==> config.mk <==
export PLATFORM = sky130hd
export DESIGN_NAME = led_pixel_effect_bit_encoder_flat
export DESIGN_NICKNAME = d
export VERILOG_FILES = /design/src/lpe_pkg.sv /design/src/lpe_cmd_if.sv /design/src/lpe_line_if.sv /design/src/led_pixel_effect_bit_encoder.sv /design/src/flat_wrapper.sv
export SDC_FILE = /design/constraint.sdc
export NUM_CORES = 1
export LEC_CHECK = 0
export ABC_AREA = 1
export ABC_CLOCK_PERIOD_IN_PS = 5300
export BUFFER_PORTS_ARGS = -buffer_cell sky130_fd_sc_hd__buf_2
export CAP_MARGIN = 20
export CORE_MARGIN = 3
export CORE_UTILIZATION = 30
export DETAILED_ROUTE_END_ITERATION = 8
export PLACE_DENSITY_LB_ADDON = 0.12
export SYNTH_ARGS = -nofsm -noshare
export SYNTH_HDL_FRONTEND = slang
export SYNTH_SLANG_ARGS = --single-unit
==> constraint.sdc <==
create_clock -name clk -period 5.3 [get_ports clk]
set_input_delay 0.795 -clock clk [delete_from_list [all_inputs] [get_ports clk]]
set_output_delay 0.795 -clock clk [all_outputs]
set_load 0.02 [all_outputs]
==> src/lpe_pkg.sv <==
// Package for the serial LED pixel encoder: op codes, palette constants,
// effect factor widths and the line-bit spreading function.
// No dependencies; every other file of the block uses it.
`timescale 1ns / 1ps
`default_nettype none

package lpe_pkg;

  // Palette size; the command index is 5 bits, so at most 32 entries.
  localparam int PALETTE_ENTRIES = 32;
  localparam int PAL_IDX_W = (PALETTE_ENTRIES > 1) ? $clog2(PALETTE_ENTRIES) : 1;

  localparam int CMD_W = 8;
  localparam int INDEX_W = 5;
  localparam int COLOR_W = 24;
  localparam int BYTE_W = 8;
  localparam int LINE_W = 3 * BYTE_W;
  localparam int PHASE_W = 5;
  localparam int FAST_W = 3;
  localparam int FACTOR_W = 6;
  localparam int FACTOR_SHIFT = 5;

  localparam logic [INDEX_W:0] PAL_LIMIT = (INDEX_W + 1)'(PALETTE_ENTRIES);
  localparam logic [FACTOR_W-1:0] FACTOR_FULL = FACTOR_W'(32);

  // Bit positions inside a pixel command.
  localparam int CMD_ON_BIT = 7;
  localparam int CMD_FADE_BIT = 6;
  localparam int CMD_FAST_BIT = 5;

  typedef enum logic [1:0] {
    OP_TICK  = 2'd0,
    OP_PIXEL = 2'd1,
    OP_WRITE = 2'd2
  } lpe_op_t;

  typedef logic [COLOR_W-1:0] color_t;

  localparam color_t DEFAULT_PALETTE [32] = '{
    24'hff0000, 24'h00ff00, 24'h0000ff, 24'hffff00,
    24'hff00ff, 24'h00ffff, 24'hffffff, 24'h000000,
    24'h000000, 24'h000000, 24'h000000, 24'h000000,
    24'h000000, 24'h000000, 24'h000000, 24'h000000,
    24'h000000, 24'h000000, 24'h000000, 24'h000000,
    24'h000000, 24'h000000, 24'h000000, 24'h000000,
    24'h000000, 24'h000000, 24'h000000, 24'h000000,
    24'h000000, 24'h000000, 24'h000000, 24'hffffff
  };

  // Each colour bit b becomes the line bits 1,b,0, msb first.
  function automatic logic [LINE_W-1:0] spread_byte(input logic [BYTE_W-1:0] value);
    logic [LINE_W-1:0] acc;
    acc = '0;
    for (int k = 0; k < BYTE_W; k++) begin
      acc[3*k+2] = 1'b1;
      acc[3*k+1] = value[k];
      acc[3*k]   = 1'b0;
    end
    return acc;
  endfunction

  // Scales a byte by factor/32; a factor of 32 leaves it unchanged.
  function automatic logic [BYTE_W-1:0] scale_byte(input logic [BYTE_W-1:0] value,
                                                   input logic [FACTOR_W-1:0] factor);
    logic [BYTE_W+FACTOR_W-1:0] prod;
    prod = {{FACTOR_W{1'b0}}, value} * {{BYTE_W{1'b0}}, factor};
    return prod[FACTOR_SHIFT +: BYTE_W];
  endfunction

endpackage

`default_nettype wire

==> src/lpe_cmd_if.sv <==
// Input channel of the pixel encoder: valid/ready plus the command fields.
// Depends on lpe_pkg for field widths.
`timescale 1ns / 1ps
`default_nettype none

interface lpe_cmd_if;
  logic                       valid;
  logic                       ready;
  logic [1:0]                 op;
  logic [lpe_pkg::CMD_W-1:0]   pixel_cmd;
  logic [lpe_pkg::INDEX_W-1:0] palette_index;
  logic [lpe_pkg::COLOR_W-1:0] palette_color;

  modport source (output valid, output op, output pixel_cmd, output palette_index,
                  output palette_color, input ready);
  modport sink (input valid, input op, input pixel_cmd, input palette_index,
                input palette_color, output ready);
endinterface

`default_nettype wire

==> src/lpe_line_if.sv <==
// Output channel of the pixel encoder: valid/ready plus three line-bit words.
// Depends on lpe_pkg for field widths.
`timescale 1ns / 1ps
`default_nettype none

interface lpe_line_if;
  logic                      valid;
  logic                      ready;
  logic [lpe_pkg::LINE_W-1:0] green_bits;
  logic [lpe_pkg::LINE_W-1:0] red_bits;
  logic [lpe_pkg::LINE_W-1:0] blue_bits;

  modport source (output valid, output green_bits, output red_bits, output blue_bits,
                  input ready);
  modport sink (input valid, input green_bits, input red_bits, input blue_bits,
                output ready);
endinterface

`default_nettype wire

==> src/led_pixel_effect_bit_encoder.sv <==
// Serial LED pixel encoder with blink and fade effects, top level.
// Depends on lpe_pkg, lpe_cmd_if and lpe_line_if.
//
// Usage: transactions on cmd carry a frame tick, a palette write or a pixel
// command. Ticks and writes update internal state and produce nothing on
// line. Each pixel command produces exactly one line transaction holding
// the three colour bytes, each expanded to 24 line bits (1,b,0 per bit).
// Pipeline: a pixel command goes through the middle register (palette read
// and factor select) and then the output register (scaling and spreading).
// Throughput: one transaction per cycle, any mix of ops, as long as line
// keeps taking results; the two pipeline registers let cmd stay ready while
// a finished result waits.
// Reset: phase and both flags clear, the palette loads its default colours,
// both pipeline stages empty and cmd is not ready while reset is high.
// Stall: when line is not ready, results hold in the output register, the
// middle stage fills, and cmd then drops ready until line moves again.
`timescale 1ns / 1ps
`default_nettype none

module led_pixel_effect_bit_encoder (
  input wire logic clk,
  input wire logic rst,
  lpe_cmd_if.sink    cmd,
  lpe_line_if.source line
);
  import lpe_pkg::*;

  logic [PHASE_W-1:0] phase_count;
  logic               slow_flag;
  logic               fast_flag;
  color_t             palette [PALETTE_ENTRIES];

  logic                mid_valid;
  color_t              mid_color;
  logic [FACTOR_W-1:0] mid_factor;

  logic              out_valid;
  logic [LINE_W-1:0] out_green;
  logic [LINE_W-1:0] out_red;
  logic [LINE_W-1:0] out_blue;

  logic mid_advance;
  logic accept;

  logic [PHASE_W-1:0]  phase_next;
  logic                rd_ok;
  logic                wr_ok;
  color_t              rd_color;
  logic [FAST_W-1:0]   fast_phase;
  logic [FACTOR_W-1:0] fade_factor;
  logic                blink_shown;
  color_t              color_next;
  logic [FACTOR_W-1:0] factor_next;

  assign mid_advance = !out_valid || line.ready;
  assign cmd.ready   = !rst && (!mid_valid || mid_advance);
  assign accept      = cmd.valid && cmd.ready;

  assign phase_next = phase_count + PHASE_W'(1);
  assign rd_ok = {1'b0, cmd.pixel_cmd[INDEX_W-1:0]} < PAL_LIMIT;
  assign wr_ok = {1'b0, cmd.palette_index} < PAL_LIMIT;
  assign rd_color = rd_ok ? palette[cmd.pixel_cmd[PAL_IDX_W-1:0]] : '0;
  assign fast_phase = phase_count[FAST_W-1:0];

  always_comb begin
    if (cmd.pixel_cmd[CMD_FAST_BIT]) begin
      if (fast_flag) begin
        fade_factor = FACTOR_FULL - {1'b0, fast_phase, 2'b00};
      end else begin
        fade_factor = {1'b0, fast_phase, 2'b00} + FACTOR_W'(4);
      end
      blink_shown = fast_flag;
    end else begin
      if (slow_flag) begin
        fade_factor = FACTOR_FULL - {1'b0, phase_count};
      end else begin
        fade_factor = {1'b0, phase_count} + FACTOR_W'(1);
      end
      blink_shown = slow_flag;
    end

    // Full brightness is a factor of 32; a hidden blink shows black.
    color_next  = rd_color;
    factor_next = FACTOR_FULL;
    if (!cmd.pixel_cmd[CMD_ON_BIT]) begin
      if (cmd.pixel_cmd[CMD_FADE_BIT]) begin
        factor_next = fade_factor;
      end else if (!blink_shown) begin
        color_next = '0;
      end
    end
  end

  // State updates and the first stage.
  always_ff @(posedge clk) begin
    if (rst) begin
      phase_count <= '0;
      slow_flag   <= 1'b0;
      fast_flag   <= 1'b0;
      mid_valid   <= 1'b0;
      for (int i = 0; i < PALETTE_ENTRIES; i++) begin
        palette[i] <= DEFAULT_PALETTE[i];
      end
    end else begin
      if (mid_advance) begin
        mid_valid <= 1'b0;
      end
      if (accept) begin
        case (cmd.op)
          OP_TICK: begin
            phase_count <= phase_next;
            if (phase_next[FAST_W-1:0] == '0) begin
              fast_flag <= !fast_flag;
            end
            if (phase_next == '0) begin
              slow_flag <= !slow_flag;
            end
          end
          OP_WRITE: begin
            if (wr_ok) begin
              palette[cmd.palette_index[PAL_IDX_W-1:0]] <= cmd.palette_color;
            end
          end
          OP_PIXEL: begin
            mid_valid <= 1'b1;
          end
          default: begin
          end
        endcase
      end
    end
  end

  always_ff @(posedge clk) begin
    if (accept && cmd.op == OP_PIXEL) begin
      mid_color  <= color_next;
      mid_factor <= factor_next;
    end
  end

  // Second stage: scale each byte and spread it into line bits.
  always_ff @(posedge clk) begin
    if (rst) begin
      out_valid <= 1'b0;
    end else if (mid_advance) begin
      out_valid <= mid_valid;
    end
  end

  always_ff @(posedge clk) begin
    if (mid_advance && mid_valid) begin
      out_green <= spread_byte(scale_byte(mid_color[23:16], mid_factor));
      out_red   <= spread_byte(scale_byte(mid_color[15:8], mid_factor));
      out_blue  <= spread_byte(scale_byte(mid_color[7:0], mid_factor));
    end
  end

  assign line.valid      = out_valid;
  assign line.green_bits = out_green;
  assign line.red_bits   = out_red;
  assign line.blue_bits  = out_blue;

endmodule

`default_nettype wire
==> src/flat_wrapper.sv <==
// flat-port wrapper written by rule: the top's interface ports become plain ports
module led_pixel_effect_bit_encoder_flat import lpe_pkg::*;
  (clk, rst, cmd_valid, cmd_op, cmd_pixel_cmd, cmd_palette_index, cmd_palette_color, cmd_ready, line_valid, line_green_bits, line_red_bits, line_blue_bits, line_ready);
  lpe_cmd_if cmd_i ();
  lpe_line_if line_i ();
  input wire logic clk;
  input wire logic rst;
  input wire logic [$bits(cmd_i.valid)-1:0] cmd_valid;
  input wire logic [$bits(cmd_i.op)-1:0] cmd_op;
  input wire logic [$bits(cmd_i.pixel_cmd)-1:0] cmd_pixel_cmd;
  input wire logic [$bits(cmd_i.palette_index)-1:0] cmd_palette_index;
  input wire logic [$bits(cmd_i.palette_color)-1:0] cmd_palette_color;
  output wire logic [$bits(cmd_i.ready)-1:0] cmd_ready;
  output wire logic [$bits(line_i.valid)-1:0] line_valid;
  output wire logic [$bits(line_i.green_bits)-1:0] line_green_bits;
  output wire logic [$bits(line_i.red_bits)-1:0] line_red_bits;
  output wire logic [$bits(line_i.blue_bits)-1:0] line_blue_bits;
  input wire logic [$bits(line_i.ready)-1:0] line_ready;
  assign cmd_i.valid = cmd_valid;
  assign cmd_i.op = cmd_op;
  assign cmd_i.pixel_cmd = cmd_pixel_cmd;
  assign cmd_i.palette_index = cmd_palette_index;
  assign cmd_i.palette_color = cmd_palette_color;
  assign cmd_ready = cmd_i.ready;
  assign line_valid = line_i.valid;
  assign line_green_bits = line_i.green_bits;
  assign line_red_bits = line_i.red_bits;
  assign line_blue_bits = line_i.blue_bits;
  assign line_i.ready = line_ready;
  led_pixel_effect_bit_encoder u_core (.clk(clk), .rst(rst), .cmd(cmd_i), .line(line_i));
endmodule
# After elaboration in Yosys (flattened, before gate mapping)
# Memories as Yosys holds them, arrays and structs flattened.
# Cells that the tools add are included.
# totals
ff_bits	63
latch_bits	0
ramBits	768
memories	1
in_bits	43
rom_bits	0
word_cells	60
# memory_table
memory	words	word_bits	read_ports	rd_ports_with_merged_regs	write_ports	line	text
u_core.palette	32	24	1	0	32	led_pixel_effect_bit_encoder.sv:31	color_t palette [PALETTE_ENTRIES];
# op_classes
mux	19
addsub	5
order_cmp	0
shift	0
n_eq_ne	2
bitwise	1
reduce_logical	19
n_div	0
mul	3
# op_table
cell	n
two-way mux 24 bit	4
multiplier 8 x 6 -> 13 bit	3
OR reduction 24 bit	1
two-way mux 6 bit	3
subtractor 6 x 5 -> 6 bit (first input constant)	2
two-way mux 1 bit	11
adder 5 x 1 -> 6 bit (second input constant)	1
adder 5 x 3 -> 6 bit (second input constant)	1
AND reduction 3 bit	2
adder 5 x 1 -> 5 bit (second input constant)	1
logical NOT 1 bit	5
logical NOT 5 bit	1
two-way mux 5 bit	1
logical AND 1 bit	4
logical NOT 3 bit	1
equality test 2 x 1 -> 1 bit (second input constant)	1
equality test 2 bit (second input constant)	1
logical NOT 2 bit	1
logical OR 1 bit	2
AND reduction 2 bit	1
OR reduction 2 bit	1
inverter 1 bit	1

# Longest topological paths before layout
# logic_depth
depth_word	10
ltp_mapped	20
ltp_nobuf	18

# Worst setup path before layout
# OpenSTA, ideal clock, no wires.
# synth_path
kind	flip-flop to flip-flop
startpoint	register u_core.mid_factor[1]
endpoint	register u_core.out_blue[22] (netlist: u_core.line.blue_bits[22]), data pin
t_arrival_ps	3612
slack_ps	1435
stages_incl_launch_ff	17
period_less_slack_ps	3865
n_path_buf	2
t_required_ps	5047
setup_ps	253
path_cell_list	edfxtp_1 -> clkbuf_1 -> clkbuf_1 -> nand2_1 -> inv_1 -> fa_1 -> fa_1 -> inv_1 -> fa_1 -> inv_1 -> ha_1 -> a21oi_1 -> o21ai_0 -> a21oi_1 -> nand2_1 -> nand2_1 -> nand2_1
# synth_between
elab_chain_cells	1
# synth_lines
item	line	text
start, declared	led_pixel_effect_bit_encoder.sv:35	logic [FACTOR_W-1:0] mid_factor;
start signal, assigned	led_pixel_effect_bit_encoder.sv:137	mid_factor <= factor_next;
multiplier 8 x 6 -> 13 bit	lpe_pkg.sv:66	prod = {{FACTOR_W{1'b0}}, value} * {{BYTE_W{1'b0}}, factor};
end signal, assigned	led_pixel_effect_bit_encoder.sv:154	out_blue <= spread_byte(scale_byte(mid_color[7:0], mid_factor));
end, declared	led_pixel_effect_bit_encoder.sv:40	logic [LINE_W-1:0] out_blue;
# No other way between the ends.
# A chain may end at the register's enable or synchronous reset.

# Final worst setup path
# layout_path
startpoint	register u_core.mid_factor[3]
endpoint	register u_core.out_blue[22] (netlist: u_core.line.blue_bits[22]), data pin
# Same word-level chain as after synthesis.

==> flow_metrics.py <==
metrics = {
    "die": {
        "die_w_um": 379,
        "core_area_sq_um": 138000,
        "die_y_um": 379,
        "start_util": 0.303,
        "dieArea_sq_um": 144000,
        "ioPinCount": 117,
        "num_rows": 136,
    },
    "timing": {
        "worst_slack_ns": 1.21,
        "hold_viol_final": 0,
        "finClkSkew_ns": 0.0397,
        "finalSetupTns_ns": 0,
        "period_minus_slack_ns": 4.09,
        "drv_slew": 0,
        "whs_ns": 0.333,
        "slew_headroom": 0.295,
        "setup_viol": 0,
        "fmaxAchievable_mhz": 244,
        "rsz0062_at_grt": "false",
        "worstMarginPinSlew_ns": 1.05,
        "period_share": 0.772,
    },
    "placement": {
        "dp_slack_ns": 1.20,
        "dp_cells": 6254,
        "gp_congestion": 0.794,
        "hpwl_um": 82700,
        "port_buffers": 68,
    },
    "critical_path": {
        "r2r_start": "u_core.mid_factor[3]",
        "worstPathArrival_ns": 4.57,
        "cp-start-kind": "flop",
        "r2r_setup_slack_ns": 1.21,
        "end_kind": "flop",
        "worstSetupPathType": "flop to flop",
        "cp_max_fo": 24,
        "cp.required_ns": 5.78,
        "startpoint": "u_core.mid_factor[3]",
        "r2r_cells": 14,
        "timing.rr.end": "u_core.line.blue_bits[22]",
    },
    "global_routing": {
        "grt_first_pass_wirelength_um": 208000,
        "grt_pass1_vias": 29522,
        "grt_overflow": 0,
        "antenna_found_initial": 3,
        "grt_usage": 0.196,
        "grt_max_degree": 129,
    },
    "layout": {
        "mostFrequentLayoutCells": "1356 x nand2_1, 822 x edfxtp_1, 777 x nor2_1",
        "layout.nets": 4662,
        "diodes": 0,
        "fin_cells": 6439,
        "multiInputGateArea_sq_um": 14400,
        "fill_cells": 14248,
        "final_common_cell": "nand2_1",
        "final_util": 0.341,
        "drive_above_1_share": 0.0789,
        "area_growth_pct": 12.5,
        "regArea_sq_um": 24900,
    },
    "route": {
        "wl_met1_um": 67500,
        "wl_um": 141000,
        "route.met3.wl_um": 7080,
        "routedWlPerCell_um": 21.9,
        "drc_errors": 0,
        "vias": 30626,
        "top_layer_used": "met4",
        "wl_met2_um": 62900,
        "ant_nets": 0,
        "viasPerCell": 4.76,
        "firstDrtPassIters": 5,
        "drt_iter0_markers": 2745,
    },
    "outcome": {
        "outcome": "finished, final reports clean",
    },
    "clocking": {
        "cts_num_sinks": 831,
        "insertion_delay_ns": 0.72,
        "cts_resized": 0,
        "cts_setup_buffers": 0,
        "clockBufferDepth": 3,
        "cts_tree": "built",
        "cts_max_level": 3,
        "clockRootBuffer": "clkbuf_16",
        "hold_buffers": 0,
        "cts_buffers": 99,
        "clk_pin_slew_worst_paths_ns": 0.06,
    },
    "hold_path": {
        "hp-class": "primary input to flop",
        "hp-start": "rst",
        "worstHoldEndpoint": "u_core.fast_flag",
        "holdPathStages": 2,
    },
    "synth": {
        "synth_top_area_frac": 0.590,
        "synth_seq_cells": 831,
        "synthTopCellsByArea": "edfxtp_1 59%, nand2_1 12%, nand3_1 7.1%, nor2_1 7.0%, fa_1 3.3%",
        "syn_inst": 4522,
        "netlist-cell-type-count": 40,
        "synth_top_area_cell": "edfxtp_1",
        "syn_avg_cell_area_sq_um": 9.25,
        "ys_seq_area_frac": 0.594,
        "yosys_warnings": 0,
        "syn-cell-area_sq_um": 41900,
    },
    "power_and_ir_drop": {
        "powerDensity_nw_per_um2": 332,
        "p_leak_nw": 19.6,
        "vdd_drop_max_mv": 0.226,
    },
    "job": {
        "drv_cap": 0,
    },
}
## worst max-delay path by stage
stage,to
finish,u_core.line.blue_bits[22]
global route,u_core.line.blue_bits[22]
CTS,u_core.line.blue_bits[22]
detailed placement,u_core.line.blue_bits[22]
global placement,u_core.line.blue_bits[22]
floorplan,u_core.line.blue_bits[22]
## final cells by class
type / count / area share
Sequential cell: 831 / 0.528
Multi-Input combinational cell: 3074 / 0.305
Clock buffer: 132 / 0.0557
Tap cell: 1863 / 0.0495
Timing Repair Buffer: 184 / 0.0294
Inverter: 303 / 0.0245
Clock inverter: 52 / 0.00770
## worst max-delay path: stages, from the launching register on
cell and delay [ns]:
edfxtp_1 0.99, nand2_1 0.11, inv_1 0.12, fa_1 0.41, fa_1 0.49, inv_1 0.05
fa_1 0.48, inv_1 0.04, ha_1 0.35, a21oi_1 0.29, o21ai_0 0.15, a21oi_1 0.21
nand2_1 0.07, nand2_1 0.06, nand2_1 0.05
## per-stage QoR
step / power [mW] / instance area (sq um)
global route: 16.3 / 47100
finish: 15.7 / 47100
CTS: 15.9 / 47100
detailed placement: 9.37 / 44100
global placement: 9.37 / 44100
floorplan: 8.72 / 42000
## synthesized netlist by cell type, drive strengths merged
cell    instances
and2            1
o221ai          1
buf           169
ha             57
nand3         600
conb            2
nor2          787
xnor2           6
o21bai          5
nand4           1
nor3            9
inv           302
xor2           18
clkbuf        191
dfxtp           9
o21ai          40
a31oi           2
a21oi          49
a21boi          1
a21o            3
nand3b          2
clkinv          1
a211oi          1
and3b           1
or2             1
o211ai          3
fa             69
nand2        1369
edfxtp        822
## sequential cells by signal, indices dropped and copies added (netlist names)
register / cells
u_core.line.red_bits: 8
u_core.line.valid: 1
u_core.mid_color: 24
u_core.line.blue_bits: 8
u_core.phase_count: 5
u_core.fast_flag: 1
u_core.slow_flag: 1
u_core.palette: 768
u_core.mid_factor: 6
u_core.line.green_bits: 8
u_core.mid_valid: 1
## metal layers
metal | global-route usage | up-vias
met1 | 0.290 | 15111
met4 | 0.0487 | 0
met2 | 0.303 | 810
li1 | - | 14553
met5 | 0 | -
met3 | 0.0262 | 152
## report_power, final
group / leakage [nW] / internal [mW] / switching [mW]
registers: 7.93 / 7.54 / 0.0886
logic: 10.2 / 0.389 / 1.20
clock network: 1.46 / 3.58 / 2.85
total: 19.6 / 11.5 / 4.14
## logic make-up (layout without fill, tap and decap cells)
logic type               count (synthesis)  after routing  share of synthesized area
buffers and inverters                  663            671                     0.0668
other                                    2             48                   0.000179
AO/OA/AOI/OAI                          105            105                     0.0135
XOR/XNOR                                24             24                    0.00502
flip-flops                             831            831                      0.594
AND/OR/NAND/NOR                       2771           2771                      0.270
adder cells (fa/ha/maj)                126            126                     0.0500
Note: power is estimated with default switching activity, not from simulation.
